--- src/rtl/irpd_pkg.sv ---
// Shared types, constants and register codes for the infrared pulse-distance frame decoder.
package irpd_pkg;

  localparam int unsigned TIMER_BITS = 32;
  localparam int unsigned EDGE_W     = 32;
  localparam int unsigned STAMP_W    = (TIMER_BITS < EDGE_W) ? TIMER_BITS : EDGE_W;
  localparam int unsigned CFG_W      = 32;
  localparam int unsigned CMP_W      = (TIMER_BITS > CFG_W) ? TIMER_BITS : CFG_W;
  localparam int unsigned FRAME_BITS = 32;
  localparam int unsigned CNT_W      = $clog2(FRAME_BITS);
  localparam int unsigned HELD_W     = 6;
  localparam int unsigned IDX_W      = 3;
  localparam int unsigned BYTE_W     = 8;
  localparam int unsigned QUEUE_DEPTH = 2;
  localparam int unsigned QPTR_W     = $clog2(QUEUE_DEPTH);
  localparam int unsigned QCNT_W     = $clog2(QUEUE_DEPTH + 1);

  localparam logic [CFG_W-1:0] LEADER_MIN_RST = CFG_W'(13000);
  localparam logic [CFG_W-1:0] LEADER_MAX_RST = CFG_W'(14000);
  localparam logic [CFG_W-1:0] ZERO_MIN_RST   = CFG_W'(800);
  localparam logic [CFG_W-1:0] ZERO_MAX_RST   = CFG_W'(1500);
  localparam logic [CFG_W-1:0] ONE_MIN_RST    = CFG_W'(2000);
  localparam logic [CFG_W-1:0] ONE_MAX_RST    = CFG_W'(5000);

  typedef enum logic [2:0] {
    CLS_FIRST   = 3'd0,
    CLS_LEADER  = 3'd1,
    CLS_ZERO    = 3'd2,
    CLS_ONE     = 3'd3,
    CLS_INVALID = 3'd4
  } class_e;

  typedef enum logic [IDX_W-1:0] {
    REG_LEADER_MIN = 3'd0,
    REG_LEADER_MAX = 3'd1,
    REG_ZERO_MIN   = 3'd2,
    REG_ZERO_MAX   = 3'd3,
    REG_ONE_MIN    = 3'd4,
    REG_ONE_MAX    = 3'd5
  } reg_idx_e;

  typedef struct packed {
    logic [CFG_W-1:0] leader_min;
    logic [CFG_W-1:0] leader_max;
    logic [CFG_W-1:0] zero_min;
    logic [CFG_W-1:0] zero_max;
    logic [CFG_W-1:0] one_min;
    logic [CFG_W-1:0] one_max;
  } cfg_t;

  typedef struct packed {
    logic full;
    logic empty;
  } q_stat_t;

  typedef logic [CMP_W-1:0] cmp_t;

endpackage

--- src/rtl/ir_pulse_distance_frame_decoder_top.sv ---
// Top level of the infrared pulse-distance frame decoder.
// An edge beat is classified in the cycle it is accepted; its class is written into the queue,
// and the result register takes it from there once that register is empty or being read.
// Throughput is one beat per cycle while results are taken; a full queue holds edge_ready_o low.
// Reset clears the stamp tracking, the bit collection and the queue, and loads the default windows.
module ir_pulse_distance_frame_decoder_top (
  input  logic                          clk_i,
  input  logic                          rst_ni,
  input  logic                          cfg_we_i,
  input  logic [irpd_pkg::IDX_W-1:0]    cfg_index_i,
  input  logic [irpd_pkg::CFG_W-1:0]    cfg_wdata_i,
  input  logic                          edge_valid_i,
  output logic                          edge_ready_o,
  input  logic [irpd_pkg::EDGE_W-1:0]   edge_time_i,
  output logic                          res_valid_o,
  input  logic                          res_ready_i,
  output logic [2:0]                    interval_class_o,
  output logic [irpd_pkg::HELD_W-1:0]   bits_held_o,
  output logic                          frame_ready_o,
  output logic                          frame_valid_o,
  output logic [irpd_pkg::BYTE_W-1:0]   address_o,
  output logic [irpd_pkg::BYTE_W-1:0]   command_o
);
  import irpd_pkg::*;

  q_stat_t q_stat;
  logic    push, pop;
  class_e  push_class, pop_class;

  irpd_front u_front (
    .clk_i        (clk_i),
    .rst_ni       (rst_ni),
    .cfg_we_i     (cfg_we_i),
    .cfg_index_i  (cfg_index_i),
    .cfg_wdata_i  (cfg_wdata_i),
    .edge_valid_i (edge_valid_i),
    .edge_ready_o (edge_ready_o),
    .edge_time_i  (edge_time_i),
    .q_stat_i     (q_stat),
    .push_o       (push),
    .push_class_o (push_class)
  );

  irpd_queue u_queue (
    .clk_i        (clk_i),
    .rst_ni       (rst_ni),
    .push_i       (push),
    .push_class_i (push_class),
    .pop_i        (pop),
    .pop_class_o  (pop_class),
    .stat_o       (q_stat)
  );

  irpd_back u_back (
    .clk_i            (clk_i),
    .rst_ni           (rst_ni),
    .q_stat_i         (q_stat),
    .q_class_i        (pop_class),
    .pop_o            (pop),
    .res_valid_o      (res_valid_o),
    .res_ready_i      (res_ready_i),
    .interval_class_o (interval_class_o),
    .bits_held_o      (bits_held_o),
    .frame_ready_o    (frame_ready_o),
    .frame_valid_o    (frame_valid_o),
    .address_o        (address_o),
    .command_o        (command_o)
  );

  a_frame_held: assert property (@(posedge clk_i) disable iff (!rst_ni)
    (res_valid_o && frame_ready_o) |->
      (bits_held_o == HELD_W'(FRAME_BITS)) &&
      ((interval_class_o == CLS_ZERO) || (interval_class_o == CLS_ONE)))
    else $error("completed frame without a full bit count");

  a_no_frame_zero: assert property (@(posedge clk_i) disable iff (!rst_ni)
    (res_valid_o && !frame_ready_o) |->
      (!frame_valid_o && (address_o == '0) && (command_o == '0)))
    else $error("frame fields set without a completed frame");

  a_restart_empty: assert property (@(posedge clk_i) disable iff (!rst_ni)
    (res_valid_o && ((interval_class_o == CLS_FIRST) || (interval_class_o == CLS_INVALID))) |->
      (bits_held_o == '0))
    else $error("bits held after a first edge or a restart");

  a_queue_sane: assert property (@(posedge clk_i) disable iff (!rst_ni)
    !(q_stat.full && q_stat.empty) && !(pop && q_stat.empty))
    else $error("class queue status inconsistent");

endmodule

--- src/rtl/irpd_front.sv ---
// Front end: window registers, edge stamp tracking and interval classification.
module irpd_front (
  input  logic                          clk_i,
  input  logic                          rst_ni,
  input  logic                          cfg_we_i,
  input  logic [irpd_pkg::IDX_W-1:0]    cfg_index_i,
  input  logic [irpd_pkg::CFG_W-1:0]    cfg_wdata_i,
  input  logic                          edge_valid_i,
  output logic                          edge_ready_o,
  input  logic [irpd_pkg::EDGE_W-1:0]   edge_time_i,
  input  irpd_pkg::q_stat_t             q_stat_i,
  output logic                          push_o,
  output irpd_pkg::class_e              push_class_o
);
  import irpd_pkg::*;

  cfg_t               cfg_q, cfg_d;
  logic [STAMP_W-1:0] last_q, last_d;
  logic               have_q, have_d;
  logic [CNT_W-1:0]   cnt_q, cnt_d;
  logic [STAMP_W-1:0] now;
  logic [TIMER_BITS-1:0] interval;
  cmp_t               iv;
  logic               in_leader, in_zero, in_one;
  class_e             cls;

  assign edge_ready_o = !q_stat_i.full;
  assign push_o       = edge_valid_i && edge_ready_o;
  assign push_class_o = cls;

  assign now      = edge_time_i[STAMP_W-1:0];
  assign interval = TIMER_BITS'(last_q) - TIMER_BITS'(now);
  assign iv       = CMP_W'(interval);

  assign in_leader = (iv >= CMP_W'(cfg_q.leader_min)) && (iv <= CMP_W'(cfg_q.leader_max));
  assign in_zero   = (iv >= CMP_W'(cfg_q.zero_min)) && (iv <= CMP_W'(cfg_q.zero_max));
  assign in_one    = (iv >= CMP_W'(cfg_q.one_min)) && (iv <= CMP_W'(cfg_q.one_max));

  always_comb begin
    if (!have_q) begin
      cls = CLS_FIRST;
    end else if (in_leader) begin
      cls = CLS_LEADER;
    end else if (in_zero) begin
      cls = CLS_ZERO;
    end else if (in_one) begin
      cls = CLS_ONE;
    end else begin
      cls = CLS_INVALID;
    end
  end

  always_comb begin
    cfg_d = cfg_q;
    if (cfg_we_i) begin
      unique case (cfg_index_i)
        REG_LEADER_MIN: cfg_d.leader_min = cfg_wdata_i;
        REG_LEADER_MAX: cfg_d.leader_max = cfg_wdata_i;
        REG_ZERO_MIN:   cfg_d.zero_min   = cfg_wdata_i;
        REG_ZERO_MAX:   cfg_d.zero_max   = cfg_wdata_i;
        REG_ONE_MIN:    cfg_d.one_min    = cfg_wdata_i;
        REG_ONE_MAX:    cfg_d.one_max    = cfg_wdata_i;
        default:        cfg_d = cfg_q;
      endcase
    end
  end

  // The bit count is mirrored here so that a completed frame restarts the stamp tracking.
  always_comb begin
    last_d = last_q;
    have_d = have_q;
    cnt_d  = cnt_q;
    if (push_o) begin
      last_d = now;
      have_d = 1'b1;
      case (cls)
        CLS_INVALID: begin
          have_d = 1'b0;
          cnt_d  = '0;
        end
        CLS_ZERO, CLS_ONE: begin
          if (cnt_q == CNT_W'(FRAME_BITS - 1)) begin
            have_d = 1'b0;
            cnt_d  = '0;
          end else begin
            cnt_d = cnt_q + CNT_W'(1);
          end
        end
        default: cnt_d = cnt_q;
      endcase
    end
  end

  always_ff @(posedge clk_i or negedge rst_ni) begin
    if (!rst_ni) begin
      cfg_q.leader_min <= LEADER_MIN_RST;
      cfg_q.leader_max <= LEADER_MAX_RST;
      cfg_q.zero_min   <= ZERO_MIN_RST;
      cfg_q.zero_max   <= ZERO_MAX_RST;
      cfg_q.one_min    <= ONE_MIN_RST;
      cfg_q.one_max    <= ONE_MAX_RST;
      last_q           <= '0;
      have_q           <= 1'b0;
      cnt_q            <= '0;
    end else begin
      cfg_q  <= cfg_d;
      last_q <= last_d;
      have_q <= have_d;
      cnt_q  <= cnt_d;
    end
  end

endmodule

--- src/rtl/irpd_queue.sv ---
// Two-entry queue of interval classes between the front end and the frame assembler.
module irpd_queue (
  input  logic              clk_i,
  input  logic              rst_ni,
  input  logic              push_i,
  input  irpd_pkg::class_e  push_class_i,
  input  logic              pop_i,
  output irpd_pkg::class_e  pop_class_o,
  output irpd_pkg::q_stat_t stat_o
);
  import irpd_pkg::*;

  class_e              mem_q [QUEUE_DEPTH];
  logic [QPTR_W-1:0]   wr_q, wr_d, rd_q, rd_d;
  logic [QCNT_W-1:0]   cnt_q, cnt_d;
  logic                do_push, do_pop;

  assign stat_o.full  = (cnt_q == QCNT_W'(QUEUE_DEPTH));
  assign stat_o.empty = (cnt_q == '0);
  assign do_push      = push_i && !stat_o.full;
  assign do_pop       = pop_i && !stat_o.empty;
  assign pop_class_o  = mem_q[rd_q];

  always_comb begin
    wr_d  = do_push ? wr_q + QPTR_W'(1) : wr_q;
    rd_d  = do_pop ? rd_q + QPTR_W'(1) : rd_q;
    cnt_d = cnt_q;
    if (do_push && !do_pop) begin
      cnt_d = cnt_q + QCNT_W'(1);
    end else if (do_pop && !do_push) begin
      cnt_d = cnt_q - QCNT_W'(1);
    end
  end

  always_ff @(posedge clk_i) begin
    if (do_push) begin
      mem_q[wr_q] <= push_class_i;
    end
  end

  always_ff @(posedge clk_i or negedge rst_ni) begin
    if (!rst_ni) begin
      wr_q  <= '0;
      rd_q  <= '0;
      cnt_q <= '0;
    end else begin
      wr_q  <= wr_d;
      rd_q  <= rd_d;
      cnt_q <= cnt_d;
    end
  end

endmodule

--- src/rtl/irpd_back.sv ---
// Back end: bit shift register, frame completion checks and the result register.
module irpd_back (
  input  logic                          clk_i,
  input  logic                          rst_ni,
  input  irpd_pkg::q_stat_t             q_stat_i,
  input  irpd_pkg::class_e              q_class_i,
  output logic                          pop_o,
  output logic                          res_valid_o,
  input  logic                          res_ready_i,
  output logic [2:0]                    interval_class_o,
  output logic [irpd_pkg::HELD_W-1:0]   bits_held_o,
  output logic                          frame_ready_o,
  output logic                          frame_valid_o,
  output logic [irpd_pkg::BYTE_W-1:0]   address_o,
  output logic [irpd_pkg::BYTE_W-1:0]   command_o
);
  import irpd_pkg::*;

  logic [FRAME_BITS-1:0] shift_q, shift_d, shift_n;
  logic [CNT_W-1:0]      cnt_q, cnt_d;
  logic [HELD_W-1:0]     held_n;
  logic                  vld_q, vld_d;
  class_e                cls_q;
  logic [HELD_W-1:0]     held_q;
  logic                  rdy_q, rdy_n;
  logic                  fval_q, fval_n;
  logic [BYTE_W-1:0]     addr_q, addr_n, cmd_q, cmd_n;

  assign pop_o = !q_stat_i.empty && (!vld_q || res_ready_i);

  always_comb begin
    shift_n = shift_q;
    held_n  = HELD_W'(cnt_q);
    case (q_class_i)
      CLS_INVALID: begin
        shift_n = '0;
        held_n  = '0;
      end
      CLS_ZERO, CLS_ONE: begin
        shift_n = {shift_q[FRAME_BITS-2:0], (q_class_i == CLS_ONE)};
        held_n  = HELD_W'(cnt_q) + HELD_W'(1);
      end
      default: held_n = HELD_W'(cnt_q);
    endcase
    rdy_n  = (held_n == HELD_W'(FRAME_BITS));
    fval_n = 1'b0;
    addr_n = '0;
    cmd_n  = '0;
    shift_d = shift_n;
    cnt_d   = held_n[CNT_W-1:0];
    if (rdy_n) begin
      fval_n  = ((shift_n[31:24] ^ shift_n[23:16]) == 8'hFF) &&
                ((shift_n[15:8] ^ shift_n[7:0]) == 8'hFF);
      addr_n  = shift_n[31:24];
      cmd_n   = shift_n[15:8];
      shift_d = '0;
      cnt_d   = '0;
    end
  end

  always_comb begin
    vld_d = vld_q;
    if (pop_o) begin
      vld_d = 1'b1;
    end else if (res_ready_i) begin
      vld_d = 1'b0;
    end
  end

  always_ff @(posedge clk_i) begin
    if (pop_o) begin
      cls_q  <= q_class_i;
      held_q <= held_n;
      rdy_q  <= rdy_n;
      fval_q <= fval_n;
      addr_q <= addr_n;
      cmd_q  <= cmd_n;
    end
  end

  always_ff @(posedge clk_i or negedge rst_ni) begin
    if (!rst_ni) begin
      shift_q <= '0;
      cnt_q   <= '0;
      vld_q   <= 1'b0;
    end else begin
      vld_q <= vld_d;
      if (pop_o) begin
        shift_q <= shift_d;
        cnt_q   <= cnt_d;
      end
    end
  end

  assign res_valid_o      = vld_q;
  assign interval_class_o = cls_q;
  assign bits_held_o      = held_q;
  assign frame_ready_o    = rdy_q;
  assign frame_valid_o    = fval_q;
  assign address_o        = addr_q;
  assign command_o        = cmd_q;

endmodule

--- config.mk ---
export PLATFORM = sky130hd
export DESIGN_NAME = ir_pulse_distance_frame_decoder_top
export DESIGN_NICKNAME = d
export VERILOG_FILES = /design/src/rtl/irpd_pkg.sv /design/src/rtl/ir_pulse_distance_frame_decoder_top.sv /design/src/rtl/irpd_front.sv /design/src/rtl/irpd_queue.sv /design/src/rtl/irpd_back.sv
export SDC_FILE = /design/constraint.sdc
export NUM_CORES = 1
export LEC_CHECK = 0
export BUFFER_PORTS_ARGS = -buffer_cell sky130_fd_sc_hd__buf_2
export CORE_UTILIZATION = 30
export CTS_CLUSTER_DIAMETER = 60
export DETAILED_ROUTE_END_ITERATION = 7
export MAX_ROUTING_LAYER = met4
export PLACE_DENSITY_LB_ADDON = 0.15
export SYNTH_ARGS = -nofsm -noshare
export SYNTH_HDL_FRONTEND = slang
export SYNTH_SLANG_ARGS = --single-unit
--- constraint.sdc ---
create_clock -name clk_i -period 5.5 [get_ports clk_i]
set_input_delay 1.1 -clock clk_i [delete_from_list [all_inputs] [get_ports clk_i]]
set_output_delay 1.1 -clock clk_i [all_outputs]
set_load 0.005 [all_outputs]
* Yosys cells after proc, flatten, opt, wreduce, memory -nomap -nowiden *
Memories as Yosys holds them, arrays and structs flattened.
Cells that the tools add are included.

storage, ports and cells
  register bits after elaboration = 299
  RAM bits = 6
  input bits = 72
  output and inout bits = 29
  word-level logic and storage cells = 101
  memories = 1

memories
  name           words  bits a word  rd ports  clocked after Yosys merged registers in  wr ports  RTL line          text
  u_queue.mem_q  2      3            1         0                                        1         irpd_queue.sv:13  class_e mem_q [QUEUE_DEPTH];

operators by class
  add/subtract/negate cells = 7
  magnitude comparators = 6
  equal/unequal tests = 16
  muxes and demuxes = 18
  bitwise gates (word level) = 2
  reduce and logical (&&, ||, !) cells = 30

operators with widths
  operator               number
  $ge A32 B32 Y1         3
  $le A32 B32 Y1         3
  $pmux W32 S2           1
  $mux W32               1
  $sub A32 B32 Y32       1
  $eq A3 B2 Y1 const B   6
  $eq A8 B8 Y1 const B   2
  $xor A8 B8 Y8          2
  $reduce_and A2 Y1      7
  $eq A3 B3 Y1 const B   4
  $mux W3                4
  $pmux W6 S2            1
  $logic_and A1 B1 Y1    10
  $mux W5                2
  $pmux W5 S2            1
  $add A5 B1 Y6 const B  1
  $eq A6 B6 Y1 const B   1
  $reduce_bool A2 Y1     3
  $add A5 B1 Y5 const B  1
  $eq A5 B5 Y1 const B   1
  $logic_not A1 Y1       5
  $mux W1                5
  $mux W2                2
  $reduce_or A2 Y1       2
  9 further kinds        10

* Logic depth before layout (Yosys ltp) *
  depth after elaboration = 11
  mapped depth = 21
  gate-level depth less buffers = 21

* Modules after synthesis *
A second synthesis with hierarchy kept.

second synthesis, totals
  cell total of the unflattened synthesis = 1918
  area total of the unflattened synthesis = 18377.6 um^2

by module, submodules not included
  module      times used  cells an instance  area an instance (um^2)  sequential area each (um^2)
  irpd_front  1           1574               14767.9                  5798.1
  irpd_back   1           316                3199.3                   1761.7
  irpd_queue  1           28                 410.4                    280.3

* Worst setup path after synthesis *
OpenSTA, ideal clock, no wires.

  kind = input port to flip-flop
  start point = input edge_time_i[1] (netlist name)
  end point = register u_front.cnt_q[0]
  library setup time = 0.125 ns
  data arrival time = 5.303 ns
  required time = 5.375 ns
  path slack = 0.072 ns
  cell stages on the path = 19
  buffers on the path = 0
  cells stage by stage = inv_1 -> ha_1 -> nor2b_1 -> o2111ai_1 -> a31oi_1 -> o211ai_1 -> a311oi_2 -> a31oi_1 -> o41ai_1 -> xnor2_1 -> ha_1 -> nand4_1 -> or4_1 -> o21bai_1 -> a31oi_1 -> a211oi_1 -> a21oi_1 -> nor3_1 -> mux2_2

on the way
  longest elaborated chain between the ends = 11
  elaborated cells between the ends (all ways) = 21
  classes of those cells = add/sub (1); order compare (6); eq/ne (3); mux (5); reduce/logical (6)

RTL lines
  element                                                  RTL line                                   text
  start, declared                                          ir_pulse_distance_frame_decoder_top.sv:14  input logic [irpd_pkg::EDGE_W-1:0] edge_time_i,
  $sub A32 B32 Y32 *                                       irpd_front.sv:32                           assign interval = TIMER_BITS'(last_q) - TIMER_BITS'(now);
  $ge A32 B32 Y1 / $le A32 B32 Y1 (equally long branches)  irpd_front.sv:37                           assign in_one = (iv >= CMP_W'(cfg_q.one_min)) && (iv <= CMP_W'(cfg_q.one_max));
  $logic_and A1 B1 Y1                                      irpd_front.sv:37
  $mux W3                                                  irpd_front.sv:46                           end else if (in_one) begin
  $mux W3                                                  irpd_front.sv:44                           end else if (in_zero) begin
  $mux W3 *                                                irpd_front.sv:42                           end else if (in_leader) begin
  $mux W3 *                                                irpd_front.sv:40                           if (!have_q) begin
  $eq A3 B2 Y1                                             irpd_front.sv:76                           case (cls)
  $reduce_or A2 Y1                                         irpd_front.sv:76
  $reduce_bool A2 Y1 (no source line)                      n/a
  $reduce_and A2 Y1 (no source line)                       n/a
  end signal, assigned                                     irpd_front.sv:109                          cnt_q <= cnt_d;
  end, declared                                            irpd_front.sv:20                           logic [CNT_W-1:0] cnt_q, cnt_d;

Mark *: on every way between the ends. The rest lies on a longest branch, timed or not.
A chain may end at the register's enable or synchronous reset.

* Final worst setup path *
  start point = input edge_time_i[6] (netlist name)
  end point = register u_front.cnt_q[2]

Same word-level chain as after synthesis.

==> key figures <==
Outcome
  • Outcome: completed

Worst setup path
  • Crit path kind: input pin to register
  • Worst path depth: 23
  • Critical path origin: edge_time_i[6]
  • Reg2Reg Launch Point: u_front.last_q[0]
  • Reg-to-reg endpoint: u_front.cnt_q[2]
  • Slowest stage delay, CP: approximately 0.6 ns
  • Delay-heaviest family, CP: compound AO/OA/AOI/OAI gates
  • Most used cell, CP: buf_4
  • CP max-delay cell: or4_4
  • Critical Path Start Type: input pin
  • Crit Path Max Fanout: 5
  • Cell Chain, Critical Path: buf_2 > inv_1 > ha_1 > a211oi_2 > nor2_1 > or4_1 > o211ai_1 > a311oi_2 > a31oi_1 > buf_4 > o21ai_1 > xor2_2 > buf_4 > ha_1 > nand4_1 > or4_4 > o21bai_1 > a31oi_1 > a211oi_2 > a21oi_1 > buf_4 > o311ai_1 > a22o_1
  • CP endpoint kind: register
  • Worst Reg-to-Reg Cells: 22
  • Worst R2R Setup Slack: slightly below 0.5 ns
  • Crit path to: u_front.cnt_q[2]
  • Crit path required time: 5.96 ns
  • CP Buf/Inv Count: 5
  • Crit path DAT: between 5 and 6 ns

Floorplan
  • Initial Utilization: 30.5%
  • Die ar.: slightly above 60000 um2
  • DIE WIDTH: around 250 um
  • I/O pins: 101
  • Row Count: 89
  • Total core area: slightly below 60000 um2
  • Die Y: approximately 250 um

Logic synthesis
  • Register area share after synthesis: between 40% and 50%
  • Cells after Synth: between 1500 and 2000
  • Number of synthesized register bits: ~310
  • Share of synthesized flip-flops with an asynchronous set or reset: 89.2%
  • Synth warnings: 0
  • Synth top area share: approximately a third
  • Post-synth EDFFs: 33
  • Top cells by count, synth: 252 x nand2_1, 238 x dfrtp_1, 236 x inv_1
  • Mean Syn Cell Area: approximately 9.5 um2
  • Distinct cell type count after synthesis: 71
  • Syn nets: 2211
  • Count leader, synth: nand2_1
  • Ys flop type: dfrtp_1
  • Post-Syn Area: about 18000 um2
  • Synth top area cells: dfrtp_1 33%, ha_1 16%, o21ai_0 5.7%
  • Synth area leader: dfrtp_1

Power
  • Peak VDD IR: ~330 uV
  • Combinational power share: 58.7%
  • Tot Pwr: ~14000 uW
  • P_int: roughly 8300 uW
  • Seq pwr share: between 20 and 25%
  • Power Dens Cells: roughly 640 nW/um2
  • Clock power share: a little under a fifth
  • Leak: roughly 0.011 uW
  • Psw: 6000 uW
  • Sw Ratio: 42.0%

GRT
  • Vias in the first global route: roughly 14000
  • Largest net degree at the start of global routing: around 110
  • Initial antenna violation count: 7
  • First-pass GRT wire length: 82.7 mm
  • GR Util All Layers: between 10% and 20%
  • Overflow after GRT: 0

Placement
  • PortBufs: 100
  • HPWL Detailed: between 30 and 40 mm
  • Routability cong.: 0.859
  • Pre-CTS WS: -0.968 ns

Job
  • Max-cap viol count: 0

Routing
  • DRT Pass-1 Iters: 5
  • Drt initial violations: between 700 and 800
  • Via count: approximately 14000
  • Drt drc: 0
  • Routed Wire Length: around 52 mm
  • Routed len/inst: between 15 and 20 um
  • Antenna violation net count after detailed routing: 0
  • Post-DR vias/cell: roughly 4.8

Clock tree
  • Clock Pin Slew Worst Setup and Hold Paths: ~0.060 ns
  • Root buf cell: clkbuf_16
  • Worst skew pair latency: 0.58 ns
  • CTS tree: yes
  • CTS Sinks: slightly above 300
  • H-tree levels: 2
  • Maximum clock path buffer count: 3
  • CTS buffer count: 42

Final layout
  • P&R area growth vs syn: 22.8%
  • Layout fillers: roughly 6000
  • Area of the multi-input gates: about 9300 um2
  • Post-layout nets: 2465
  • Share of cells above drive strength 1: 21.7%
  • Finished Core Util: a little under two fifths
  • Seq. cell area: between 7000 and 8000 um2

STA
  • FMAX: between 0.15 and 0.2 GHz
  • Clock Skews: 0.0237 ns
  • Period utilization: about 96%
  • Final Hold Fails: 0
  • Final setup margin: about 0.23 ns
  • Min Hold Slack: 0.485 ns
  • Final setup viols: 0
  • Slew HR: ~18%
  • RSZ-0062 raised after global routing: no
  • Period minus WS final: 5.27 ns
  • Slew Viols, Final: 0
  • Slew @ Worst Pin: 1.23 ns

Worst hold path
  • Hold crit path type: register to register
worst min-delay path: stages, from the launching register on:
cell and delay [ns]:
dfrtp_1 0.34, nand2_1 0.05, o21ai_0 0.06
repair_timing:
action / in CTS / in global routing
gates cloned: 0 / 0
pin swaps: 2 / 10
hold buffers: 0 / 0
endpoints found under the setup margin: 12 / 12
gates resized for setup: 12 / 20
buffers inserted: 1 / 4
state kept, by name, indices dropped and copies added (netlist names), 5 cells and up:
signal / cells
u_back.shift_q: 32
u_back.command_o: 8
u_front.cfg_q: 192
u_front.cnt_q: 5
u_front.last_q: 32
u_back.address_o: 8
u_back.cnt_q: 5
u_queue.mem_q: 6
u_back.bits_held_o: 6
how the worst min path moves through the flow:
stage | startpoint | end | slack [ns] | cells past startpoint
after floorplan | u_front.last_q[10] | u_front.last_q[10] | 0.45 | 2
after global placement | u_front.last_q[21] | u_front.last_q[21] | 0.47 | 2
after detailed placement | u_front.last_q[8] | u_front.last_q[8] | 0.48 | 2
after CTS | u_front.last_q[8] | u_front.last_q[8] | 0.49 | 2
after global routing | u_front.cfg_q[6] | u_front.cfg_q[6] | 0.51 | 1
final | u_front.last_q[9] | u_front.last_q[9] | 0.48 | 2
cell usage in the layout (no fill, tap or decap), drive strengths merged, types with 4 or more instances in the layout:
master / count
a31oi: 10
nor3b: 5
nor4: 6
a21o: 29
inv: 241
nor3: 22
o311ai: 5
a21oi: 116
nand4: 40
dfrtp: 238
xnor2: 24
buf: 276
ha: 227
o211ai: 5
nand2: 253
a221oi: 8
a211oi: 8
mux2: 70
dfstp: 34
xor2: 26
o21a: 16
and4: 5
nand2b: 12
nor2b: 11
clkinv: 15
nor2: 52
o21ai: 210
clkbuf: 55
a22o: 35
nand3: 47
and3: 10
diode: 4
edfxtp: 33
stage by stage:
stage	setup TNS [ns]	area, um2	std cells
3_5_place_dp	-10.37	20700	2889
3_3_place_gp	-9.34	20700	2889
4_1_cts	0	22200	2967
2_1_floorplan	0	18200	1911
6_report	0	22300	2975
5_1_grt	0	22300	2975
final cells by class:
cell class              count  share of cell area, %
multi-input cells        1302                   41.8
flip-flops and latches    305                   35.2
repair buffers            276                   8.61
clock buffers              55                   4.98
well taps                 773                   4.34
inverters                 238                   4.01
clock inverters            22                   1.11
diodes                      4                 0.0449
power by group through the flow:
stage	Combinational [uW]	Sequential [uW]	Clock, uW
after global routing	9490	3300	2870
after detailed placement	8260	3260	0
after floorplan	4730	3190	0
after CTS	8410	3230	2780
after global placement	8170	3250	0
final	8390	3230	2690
metal layers:
layer | GRT usage [%] | routed length [um] | vias up
met5 | - | 0 | -
met2 | 28.7 | 24300 | 188
met4 | 5.25 | 1310 | 0
li1 | - | - | 7183
met1 | 23.4 | 24900 | 6866
met3 | 2.57 | 1640 | 72
kinds of logic (layout without fill, tap and decap cells):
family | count (synthesis) | in the layout | share of synthesized area, %
AO/OA/AOI/OAI | 477 | 477 | 15.8
XOR/XNOR | 50 | 50 | 2.41
adder cells (fa/ha/maj) | 228 | 228 | 15.7
buffers and inverters | 304 | 591 | 6.50
flip-flops | 305 | 305 | 43.2
multiplexers | 72 | 72 | 4.49
other | 0 | 4 | 0
AND/OR/NAND/NOR | 475 | 475 | 11.9
(Power assumes the default switching activity.)
